**config.mk**
```make
export PLATFORM = sky130hd
export DESIGN_NAME = fifo_handoff_mutex_unit
export DESIGN_NICKNAME = d
export VERILOG_FILES = /design/src/rtl/fhm_pkg.sv /design/src/rtl/fhm_ram.sv /design/src/rtl/fhm_ctrl.sv /design/src/rtl/fhm_datapath.sv /design/src/rtl/fifo_handoff_mutex_unit.sv
export VERILOG_INCLUDE_DIRS = /design/src /design/src/rtl
export SDC_FILE = /design/constraint.sdc
export NUM_CORES = 1
export LEC_CHECK = 0
export ABC_AREA = 1
export CORE_MARGIN = 4
export CORE_UTILIZATION = 45
export CTS_CLUSTER_SIZE = 40
export DETAILED_ROUTE_END_ITERATION = 8
export DONT_BUFFER_PORTS = 1
export PLACE_DENSITY_LB_ADDON = 0.1
export SYNTH_ARGS = -nofsm -noshare
export SYNTH_HDL_FRONTEND = slang
export SYNTH_SLANG_ARGS = --single-unit
```
**constraint.sdc**
```tcl
create_clock -name clk -period 3.2 [get_ports clk]
set_clock_uncertainty 0.2 [all_clocks]
set_input_delay 0.32 -clock clk [delete_from_list [all_inputs] [get_ports clk]]
set_output_delay 0.32 -clock clk [all_outputs]
set_load 0.1 [all_outputs]
```
**src/rtl/fifo_handoff_mutex_unit_defines.svh**
```systemverilog
// Assertion macros shared by the lock unit modules.
// Each macro expects a signal clk, and FHM_ASSERT also rst_n, in the scope where it is used.
`ifndef FIFO_HANDOFF_MUTEX_UNIT_DEFINES_SVH
`define FIFO_HANDOFF_MUTEX_UNIT_DEFINES_SVH

`ifndef SYNTH

// Check a property while out of reset
`define FHM_ASSERT(label, prop) \
  label: assert property (@(posedge clk) disable iff (!rst_n) (prop)) \
    else $error("fhm assertion failed");

// Check a property on every clock edge, reset included
`define FHM_ASSERT_ALWAYS(label, prop) \
  label: assert property (@(posedge clk) (prop)) \
    else $error("fhm assertion failed");

`else

`define FHM_ASSERT(label, prop)
`define FHM_ASSERT_ALWAYS(label, prop)

`endif

`endif

```
**src/rtl/fhm_pkg.sv**
```systemverilog
`timescale 1ns / 1ps

package fhm_pkg;

  // Number of wait queue slots
  localparam int MAX_PROCS = 16;
  localparam int QW        = $clog2(MAX_PROCS);
  localparam int CW        = $clog2(MAX_PROCS + 1);
  localparam int PID_W     = 4;

  // Request codes
  localparam logic CMD_LOCK   = 1'b0;
  localparam logic CMD_UNLOCK = 1'b1;

  // Result status codes
  typedef enum logic [2:0] {
    ST_GRANTED = 3'd0,
    ST_BLOCKED = 3'd1,
    ST_FREED   = 3'd2,
    ST_HANDOFF = 3'd3,
    ST_FULL    = 3'd4
  } status_t;

  // Commands from the controller to the datapath
  typedef struct packed {
    logic capture;
    logic execute;
  } fhm_cmd_t;

endpackage

```
**src/rtl/fhm_ram.sv**
```systemverilog
`timescale 1ns / 1ps

module fhm_ram #(
  parameter int WIDTH = 4,
  parameter int DEPTH = 16
) (
  input  logic                     clk,
  input  logic                     we,
  input  logic [$clog2(DEPTH)-1:0] waddr,
  input  logic [WIDTH-1:0]         wdata,
  input  logic                     re,
  input  logic [$clog2(DEPTH)-1:0] raddr,
  output logic [WIDTH-1:0]         rdata
);

  logic [WIDTH-1:0] mem [DEPTH];

  // Write port, registered read port
  always_ff @(posedge clk) begin
    if (we) begin
      mem[waddr] <= wdata;
    end
    if (re) begin
      rdata <= mem[raddr];
    end
  end

endmodule

```
**src/rtl/fhm_ctrl.sv**
```systemverilog
`timescale 1ns / 1ps
`include "fifo_handoff_mutex_unit_defines.svh"

module fhm_ctrl (
  input  logic              clk,
  input  logic              rst_n,
  input  logic              start,
  output logic              busy,
  output logic              out_valid,
  output fhm_pkg::fhm_cmd_t cmd
);
  import fhm_pkg::*;

  typedef enum logic {
    S_IDLE,
    S_EXEC
  } state_t;

  state_t state_r;
  logic   out_valid_r;

  // Issue commands to the datapath
  assign cmd.capture = start && (state_r == S_IDLE);
  assign cmd.execute = (state_r == S_EXEC);
  assign busy        = (state_r != S_IDLE);
  assign out_valid   = out_valid_r;

  // Advance state, strobe the result in the cycle after execution
  always_ff @(posedge clk) begin
    if (!rst_n) begin
      state_r     <= S_IDLE;
      out_valid_r <= 1'b0;
    end else begin
      out_valid_r <= 1'b0;
      unique case (state_r)
        S_IDLE: begin
          if (start) begin
            state_r <= S_EXEC;
          end
        end
        S_EXEC: begin
          state_r     <= S_IDLE;
          out_valid_r <= 1'b1;
        end
        default: state_r <= S_IDLE;
      endcase
    end
  end

  `FHM_ASSERT(a_capture_to_exec, cmd.capture |=> state_r == S_EXEC)
  `FHM_ASSERT(a_exec_strobes, state_r == S_EXEC |=> out_valid_r)
  `FHM_ASSERT(a_strobe_when_idle, out_valid_r |-> state_r == S_IDLE)

endmodule

```
**src/rtl/fhm_datapath.sv**
```systemverilog
`timescale 1ns / 1ps
`include "fifo_handoff_mutex_unit_defines.svh"

module fhm_datapath (
  input  logic                           clk,
  input  logic                           rst_n,
  input  fhm_pkg::fhm_cmd_t              cmd,
  input  logic                           in_cmd,
  input  logic [fhm_pkg::PID_W-1:0]      in_proc_id,
  output logic [2:0]                     out_status,
  output logic [fhm_pkg::PID_W-1:0]      out_wake_id,
  output logic [fhm_pkg::PID_W-1:0]      out_owner_id,
  output logic                           out_is_locked
);
  import fhm_pkg::*;

  // Captured request
  logic             req_cmd_r;
  logic [PID_W-1:0] req_pid_r;

  // Mutex and queue state
  logic             held_r,  held_nxt;
  logic [PID_W-1:0] owner_r, owner_nxt;
  logic [QW-1:0]    head_r,  head_nxt;
  logic [QW-1:0]    tail_r,  tail_nxt;
  logic [CW-1:0]    count_r, count_nxt;

  // Result registers
  status_t          status_r, status_nxt;
  logic [PID_W-1:0] wake_r,   wake_nxt;
  logic [PID_W-1:0] res_owner_r;
  logic             res_locked_r;

  // Queue storage
  logic             q_we;
  logic [PID_W-1:0] q_rdata;

  fhm_ram #(
    .WIDTH (PID_W),
    .DEPTH (MAX_PROCS)
  ) u_queue (
    .clk   (clk),
    .we    (q_we),
    .waddr (tail_r),
    .wdata (req_pid_r),
    .re    (cmd.capture),
    .raddr (head_r),
    .rdata (q_rdata)
  );

  // Decide the request outcome
  always_comb begin
    held_nxt   = held_r;
    owner_nxt  = owner_r;
    head_nxt   = head_r;
    tail_nxt   = tail_r;
    count_nxt  = count_r;
    wake_nxt   = '0;
    q_we       = 1'b0;
    status_nxt = ST_FREED;
    if (req_cmd_r == CMD_LOCK) begin
      priority if (!held_r) begin
        held_nxt   = 1'b1;
        owner_nxt  = req_pid_r;
        head_nxt   = '0;
        tail_nxt   = '0;
        count_nxt  = '0;
        status_nxt = ST_GRANTED;
      end else if (count_r == CW'(MAX_PROCS)) begin
        status_nxt = ST_FULL;
      end else begin
        q_we       = cmd.execute;
        tail_nxt   = (tail_r == QW'(MAX_PROCS - 1)) ? '0 : tail_r + 1'b1;
        count_nxt  = count_r + 1'b1;
        status_nxt = ST_BLOCKED;
      end
    end else begin
      if (count_r == '0) begin
        held_nxt   = 1'b0;
        owner_nxt  = '0;
        status_nxt = ST_FREED;
      end else begin
        wake_nxt   = q_rdata;
        head_nxt   = (head_r == QW'(MAX_PROCS - 1)) ? '0 : head_r + 1'b1;
        count_nxt  = count_r - 1'b1;
        held_nxt   = 1'b1;
        owner_nxt  = q_rdata;
        status_nxt = ST_HANDOFF;
      end
    end
  end

  // Hold the request payload
  always_ff @(posedge clk) begin
    if (cmd.capture) begin
      req_cmd_r <= in_cmd;
      req_pid_r <= in_proc_id;
    end
  end

  // Update mutex state on execution
  always_ff @(posedge clk) begin
    if (!rst_n) begin
      held_r  <= 1'b0;
      owner_r <= '0;
      head_r  <= '0;
      tail_r  <= '0;
      count_r <= '0;
    end else if (cmd.execute) begin
      held_r  <= held_nxt;
      owner_r <= owner_nxt;
      head_r  <= head_nxt;
      tail_r  <= tail_nxt;
      count_r <= count_nxt;
    end
  end

  // Register the result
  always_ff @(posedge clk) begin
    if (cmd.execute) begin
      status_r     <= status_nxt;
      wake_r       <= wake_nxt;
      res_owner_r  <= owner_nxt;
      res_locked_r <= held_nxt;
    end
  end

  assign out_status    = status_r;
  assign out_wake_id   = wake_r;
  assign out_owner_id  = res_owner_r;
  assign out_is_locked = res_locked_r;

  `FHM_ASSERT(a_count_bound, count_r <= CW'(MAX_PROCS))
  `FHM_ASSERT(a_free_means_empty, !held_r |-> count_r == '0)
  `FHM_ASSERT(a_empty_ptrs_meet, count_r == '0 |-> head_r == tail_r)

endmodule

```
**src/rtl/fifo_handoff_mutex_unit.sv**
```systemverilog
`timescale 1ns / 1ps
// Hardware mutex with first-in first-out hand-off to waiting processes.
// Input channel: drive in_cmd (lock or unlock) and in_proc_id with start high;
// the request is taken at a rising edge where start is high and busy is low.
// Result channel: out_valid strobes for exactly one cycle with out_status,
// out_wake_id, out_owner_id and out_is_locked; the receiver must take it then.
// A taken request is executed in the S_EXEC state; its result is registered at
// the end of that state and is on the result ports during the following cycle.
// busy is high in the S_EXEC state after acceptance while the registered
// read of the wait queue memory completes, so no new request is taken then.
// A new request may be taken at the same edge that takes the previous result.
// Lock on a free mutex grants it; lock on a held mutex queues the requester
// (or reports queue full); unlock frees the mutex or hands it to the oldest
// waiter, whose id appears on out_wake_id.
// Reset (rst_n low, synchronous): mutex free, owner zero, queue empty. The
// queue storage is not cleared; only entries written by a queued lock are read.
module fifo_handoff_mutex_unit (
  input  logic                      clk,
  input  logic                      rst_n,
  input  logic                      start,
  output logic                      busy,
  input  logic                      in_cmd,
  input  logic [fhm_pkg::PID_W-1:0] in_proc_id,
  output logic                      out_valid,
  output logic [2:0]                out_status,
  output logic [fhm_pkg::PID_W-1:0] out_wake_id,
  output logic [fhm_pkg::PID_W-1:0] out_owner_id,
  output logic                      out_is_locked
);
  import fhm_pkg::*;

  fhm_cmd_t cmd;

  // Sequence each request
  fhm_ctrl u_ctrl (
    .clk       (clk),
    .rst_n     (rst_n),
    .start     (start),
    .busy      (busy),
    .out_valid (out_valid),
    .cmd       (cmd)
  );

  // Mutex state, wait queue and result registers
  fhm_datapath u_datapath (
    .clk           (clk),
    .rst_n         (rst_n),
    .cmd           (cmd),
    .in_cmd        (in_cmd),
    .in_proc_id    (in_proc_id),
    .out_status    (out_status),
    .out_wake_id   (out_wake_id),
    .out_owner_id  (out_owner_id),
    .out_is_locked (out_is_locked)
  );

endmodule

```
==> results of run 1 <==
## metrics by stage
step           utilization [%]  power, uW  hold WS, ps  worst slack, ps
2_1_floorplan                -       1760          219              576
3_3_place_gp              47.6       1800          219             1020
3_5_place_dp              47.6       1800          219              934
4_1_cts                   50.4       2670         2.22              905
5_1_grt                   50.4       2750         27.8              732
6_report                  50.4       2640         36.3              940
## cell type report
type	count	share of cell area, %
clock inverters	7	1.66
flip-flops and latches	105	59.4
repair buffers	10	1.86
inverters	42	3.17
well taps	133	3.35
clock buffers	9	2.49
multi-input cells	278	28.0
## timing repair
item                                   CTS  global route
buffers inserted                         0             0
endpoints found under the hold margin   21             0
hold buffers                             7             0
## cells by family (layout without fill, tap and decap cells)
group	after synthesis	count (layout)	synth area share [%]
adder cells (fa/ha/maj)	7	7	1.91
buffers and inverters	59	68	5.39
flip-flops	105	105	64.3
AO/OA/AOI/OAI	63	63	7.79
AND/OR/NAND/NOR	206	206	20.3
XOR/XNOR	2	2	0.381
## power by group
group,internal (uW),leakage [uW],switching [uW]
combinational,54.9,0.000735,118
sequential,1510,0.000937,100
clock,377,0.000106,485
total,1940,0.00178,704
## layout by cell type (no fill, tap or decap), types with 2 or more instances in the layout
master,n
a21oi_1,12
buf_4,3
clkbuf_8,9
clkinv_1,2
dfxtp_1,19
dlygate4sd3_1,7
edfxtp_1,85
ha_1,7
inv_1,38
inv_2,3
inv_6,2
inv_8,2
nand2_1,61
nand3_1,32
nand3_2,3
nand4_1,6
nor2_1,95
nor2_4,2
o211ai_1,8
o21ai_0,35
o21ai_2,5
## worst reg2reg max path, stage by stage, from the launching register on
cell and delay [ps]:
dfxtp_1 410, inv_1 110, ha_1 350, nand3_4 170
nand2_2 80, nor2_4 160, nand2_1 170, nor2_1 290
## how the worst min path moves through the flow
stage                        startpoint                           endpoint  slack (ps)  cells after the start
after floorplan                  in_cmd     u_datapath.req_cmd_r$_DFFE_PP_         220                      0
after global placement    in_proc_id[2]  u_datapath.req_pid_r[2]$_DFFE_PP_         220                      0
after detailed placement         in_cmd     u_datapath.req_cmd_r$_DFFE_PP_         220                      0
after CTS                         rst_n             u_ctrl.busy$_SDFF_PP0_           2                      2
after global routing              rst_n             u_ctrl.busy$_SDFF_PP0_          30                      2
final                             rst_n             u_ctrl.busy$_SDFF_PP0_          40                      2
## layer usage
layer | share of wire (%) | GRT usage [%] | up-vias
met3 | 4.7 | 4.62 | 8
li1 | - | - | 1506
met5 | 0 | 0 | -
met4 | 0.93 | 4.78 | 0
met1 | 49 | 24.7 | 1373
met2 | 45 | 25.9 | 70
## sequential cells by signal (all words and copies together), names as in the netlist, 3 cells and up
name                      count
u_datapath.u_queue.rdata      4
u_datapath.u_queue.mem       64
u_datapath.out_owner_id       4
u_datapath.out_wake_id        4
u_datapath.head_r             4
u_datapath.out_status         3
u_datapath.owner_r            4
u_datapath.count_r            5
u_datapath.tail_r             4
u_datapath.req_pid_r          4
==> key figures, run 1 <==
Synth
  • Gate Count Post-Synth: around 440
  • Synthesis warning total: 0
  • Synth unique cells: 33
  • Yosys reg bits: around 110
  • Biggest area consumer among synthesized cells: edfxtp_1
  • Sequential area share after synthesis: 64.3%
  • Ys async rst share: 0%
  • Post-synth EDFFs: 85
  • Top cells by count, synth: nor2_1 (95), edfxtp_1 (85), nand2_1 (61)
  • Main synth FF type: edfxtp_1
  • Top-area cell type share of the netlist area: a little under three fifths
  • Most common cell in the netlist: nor2_1
  • Average size of a mapped cell: between 10 and 15 sq um
  • Ranking of synthesized cells by area: edfxtp_1 (56%), dfxtp_1 (8.7%), nor2_1 (7.8%)
  • Post-synth net total: ~460
  • Cell Area, Synth: around 0.0046 sq mm

Worst setup path
  • CP startpoint: u_datapath.count_r[0]$_SDFFE_PN0P_
  • Startpoint Class: flip-flop
  • Crit. End Element: flip-flop
  • Reg2Reg Setup Slack: around 940 ps
  • FF-to-FF End: u_datapath.u_queue.mem[14][0]$_DFFE_PP_
  • Crit Path Category: reg -> reg
  • Crit Path Max Fanout: 7
  • Crit path max-delay family: simple AND/OR/NAND/NOR gates
  • Crit path to: u_datapath.u_queue.mem[14][0]$_DFFE_PP_
  • Data arrival, critical path: ~2100 ps
  • Reg-to-Reg Start: u_datapath.count_r[0]$_SDFFE_PN0P_
  • Crit path depth: 7
  • Worst path slowest cell: dfxtp_1
  • Worst reg2reg path depth: 7
  • Buf+Inv Stages, Crit Path: 1
  • Critical path cell sequence: inv_1, ha_1, nand3_4, nand2_2, nor2_4, nand2_1, nor2_1
  • CP required: between 3000 and 4000 ps
  • Slowest stage delay, CP: a little over 400 ps

Placed design
  • Placed Area: ~0.0047 sq mm
  • HPWL Detailed: ~6.5 mm
  • I/O Buffers: 0
  • Routability cong.: between 0.7 and 0.8
  • Placed cells: between 500 and 600

Floorplanning
  • Die width: 109 microns
  • Initial core utilization: between 40% and 50%
  • I/O pin count: 22
  • Core ar.: just under 0.01 sq mm
  • Die Y: between 100 and 150 microns
  • Total die area: about 0.012 sq mm
  • Site row count: 36

Layout
  • Area of the multi-input gates: approximately 0.0014 sq mm
  • Register area: around 0.0030 sq mm
  • Post-layout nets: ~460
  • Final Instance Area: around 0.0050 sq mm
  • Non-filler cells, final: 584
  • Antenna fix cells: 0
  • Share of cells above drive strength 1: under 10%
  • P&R area growth vs syn: 8.20%
  • Fillers: around 900

Detailed routing
  • Detailed Routing Iterations Pass 1: 6
  • WL final: about 9.4 mm
  • Iter 0 DRT Violations: 219
  • DR WL/cell: ~16 microns
  • Total via count in the routed design: between 2000 and 3000
  • DRC viols: 0
  • Detail Route Antenna Nets: 0
  • Vias per cell: around 5.1

GRT
  • Total GRT Usage: between 15 and 20%
  • Largest net degree at the start of global routing: between 40 and 50
  • GR Overflow Total: 0
  • Initial antenna violation count: 0
  • Global-route wire length before repair: ~15 mm
  • Number of global-route vias before repair: around 2800

Clocking
  • Resized Gates After CTS: 0
  • CTS Sinks: between 100 and 150
  • Htree depth: 3
  • Clock-pin slew on the worst setup and hold paths: ~100 ps
  • Clock latency on the worst-skew pair: between 300 and 400 ps
  • CTS tree: done
  • Root Driver: clkbuf_8
  • CTS Buf Count: 9
  • Max clock buf depth: 2

Min path
  • Hold Path Class: in -> reg

Outcome
  • Status: finished clean

Timing
  • Worst slew pin tran: 930 ps
  • Slew headroom: approximately 38%
  • Final Setup Violations: 0
  • Final slew viol count: 0
  • Max frequency: approximately 440 MHz
  • RSZ-0062 raised after global routing: no
  • Tcrit/Tclk final: a little over two thirds
  • Setup TNS: 0 ps
  • Final Hold Vio Count: 0
  • Minimum clock period: around 2300 ps

Power and ir drop
  • P per Cell Area: around 530 mW/mm^2
  • Worst VDD drop: roughly 0.00043 V
  • Pleak: 0.00178 uW

Flow run
  • Maxcap violations: 0
Note: power is estimated with default switching activity, not from simulation.
==> run 2, diff against run 1 <==
Clock period 3.2 ns to 1.9 ns, I/O delays scaled along.
==> run 2 against run 1 <==
Maximum frequency grew 24%. Setup slack got worse by 860 ps. Routed wire length rose by 5.4%. Via count is 6.0% higher. Die area unchanged. Design area grew 8.1%. Cell count rose by 7.0%. Critical endpoint is now u_datapath.u_queue.mem[11][2]$_DFFE_PP_. Largest cell class unchanged.
==> key figures, run 2 (synthesized netlist as in run 1, its figures left out) <==
Outcome
  • Status: finished clean

Placed design
  • HPWL Detailed: between 6 and 7 mm
  • Routability cong.: roughly 0.82
  • I/O Buffers: 0
  • Pre-CTS setup slack: -72.1 ps
  • Placed Area: 0.00499 sq mm

Detailed routing
  • Total via count in the routed design: ~3100
  • DRC viols: 0
  • Iter 0 DRT Violations: between 200 and 250
  • Detailed Routing Iterations Pass 1: 5
  • DR WL/cell: 15.8 microns
  • Vias per cell: approximately 5.0
  • WL final: 9.89 mm
  • Detail Route Antenna Nets: 0

Clocking
  • Htree depth: 3
  • CTS tree: done
  • Clock-pin slew on the worst setup and hold paths: about 100 ps
  • CTS Sinks: around 110
  • Max clock buf depth: 2
  • Clock latency on the worst-skew pair: 370 ps
  • CTS Buf Count: 9
  • Root Driver: clkbuf_8

Timing
  • Setup WS post-layout: 78.9 ps
  • Worst slew pin tran: around 770 ps
  • Final Setup Violations: 0
  • Max frequency: around 550 MHz
  • Tcrit/Tclk final: 95.8%
  • Minimum clock period: 1820 ps
  • Final Hold Vio Count: 0
  • Final slew viol count: 0
  • Slew headroom: between 40 and 50%
  • WHS: 248 ps

GRT
  • Number of global-route vias before repair: 3062
  • Initial antenna violation count: 0
  • Largest net degree at the start of global routing: 28
  • GR Overflow Total: 0
  • Global-route wire length before repair: roughly 16 mm
  • Total GRT Usage: between 10% and 20%

Layout
  • Share of cells above drive strength 1: around 21%
  • Max reg flops: 64
  • Antenna fix cells: 0
  • Final Instance Area: 0.00537 sq mm
  • Top flop regs: u_datapath.u_queue.mem: 64 flops, u_datapath.count_r: 5 flops
  • P&R area growth vs syn: 16.9%
  • Commonest non-fill, non-tap cell in the layout: edfxtp_1
  • Post-layout nets: ~500
  • Commonest cells after routing, fill and taps aside: edfxtp_1 (85), nor2_1 (81), nand2_1 (57)
  • Layout Utilization: a little over half
  • Biggest register: u_datapath.u_queue.mem

Min path
  • WHS Endpoint: u_datapath.req_pid_r[3]$_DFFE_PP_
  • Hold Path Class: in -> reg
  • Hold_sp: in_proc_id[3]
  • Hold Path Cell Cnt: 1

Worst setup path
  • Crit Path Max Fanout: 6
  • Worst reg2reg path depth: 9
  • FF-to-FF End: u_datapath.u_queue.mem[11][2]$_DFFE_PP_
  • Startpoint Class: flip-flop
  • Data arrival, critical path: 1710 ps
  • Crit. End Element: flip-flop
  • Reg-to-Reg Start: u_datapath.count_r[0]$_SDFFE_PN0P_
  • CP required: 1790 ps
  • Reg2Reg Setup Slack: 80 ps
  • Crit Path Category: reg -> reg

Floorplanning
  • Core ar.: 0.00986 sq mm
  • Die width: 109 microns
  • Site row count: 36
  • I/O pin count: 22
  • Initial core utilization: 46.6%
  • Die Y: approximately 110 microns
  • Total die area: roughly 0.012 sq mm

Power and ir drop
  • Pleak: between 0.002 and 0.0025 uW
  • Worst VDD drop: between 0.0004 and 0.0005 V
  • P per Cell Area: just over 800 mW/mm^2

Flow run
  • Maxcap violations: 0
==> run 2: per-stage QoR <==
| step | setup TNS [ps] | std cells | total power (uW) |
|---|---|---|---|
| after floorplan | -2850 | 442 | 2960 |
| after global routing | -0.295 | 625 | 4510 |
| after detailed placement | -1590 | 599 | 3100 |
| final | 0 | 625 | 4340 |
| after global placement | -682 | 599 | 3090 |
| after CTS | -1590 | 622 | 4360 |
==> run 2: how the worst max path moves through the flow <==
stage                                  startpoint                                      end  slack, ps
2_1_floorplan  u_datapath.count_r[0]$_SDFFE_PN0P_   u_datapath.u_queue.mem[0][0]$_DFFE_PP_        -40
4_1_cts        u_datapath.count_r[0]$_SDFFE_PN0P_   u_datapath.u_queue.mem[7][1]$_DFFE_PP_        -60
5_1_grt        u_datapath.count_r[0]$_SDFFE_PN0P_   u_datapath.u_queue.mem[9][3]$_DFFE_PP_       -0.3
3_5_place_dp   u_datapath.count_r[0]$_SDFFE_PN0P_  u_datapath.u_queue.mem[10][1]$_DFFE_PP_        -70
3_3_place_gp   u_datapath.count_r[0]$_SDFFE_PN0P_   u_datapath.u_queue.mem[6][0]$_DFFE_PP_        -40
6_report       u_datapath.count_r[0]$_SDFFE_PN0P_  u_datapath.u_queue.mem[11][2]$_DFFE_PP_         80
==> run 2: power breakdown <==
group,internal [uW],switching [uW],leakage [uW]
Combinational,147,359,0.000990
Sequential,2530,27.5,0.000938
Clock,496,779,0.0000892
==> run 2: critical path, cell delays in order (launching register included) <==
cell and delay [ps]:
dfxtp_2 340, inv_1 50, ha_2 200, nand3_4 90
nand2_2 70, nor2_4 120, buf_12 140, nand2_4 80
nor2_2 110, buf_4 140
==> run 2: cell type report <==
class,instances,area (sq um)
Fill cell,872,4490
Sequential cell,105,2960
Multi-Input combinational cell,278,1480
Timing Repair Buffer,50,418
Tap cell,133,166
Inverter,42,161
Clock buffer,10,128
Clock inverter,6,50.0
Timing Repair inverter,1,7.51
==> run 2: layer usage <==
metal	track usage, %	vias to the layer above	wire length (microns)
met1	25.5	1470	4660
met5	0	-	0
li1	-	1589	-
met4	5.95	0	88
met2	27.7	69	4620
met3	2.66	6	519
==> run 2: what timing repair did <==
action	4_1_cts	5_1_grt
endpoints found under the setup margin	48	66
setup buffers	0	2
gates cloned	0	1
pin swaps	0	1
endpoints found under the hold margin	25	0
gates resized for setup	8	23
hold buffers	7	0
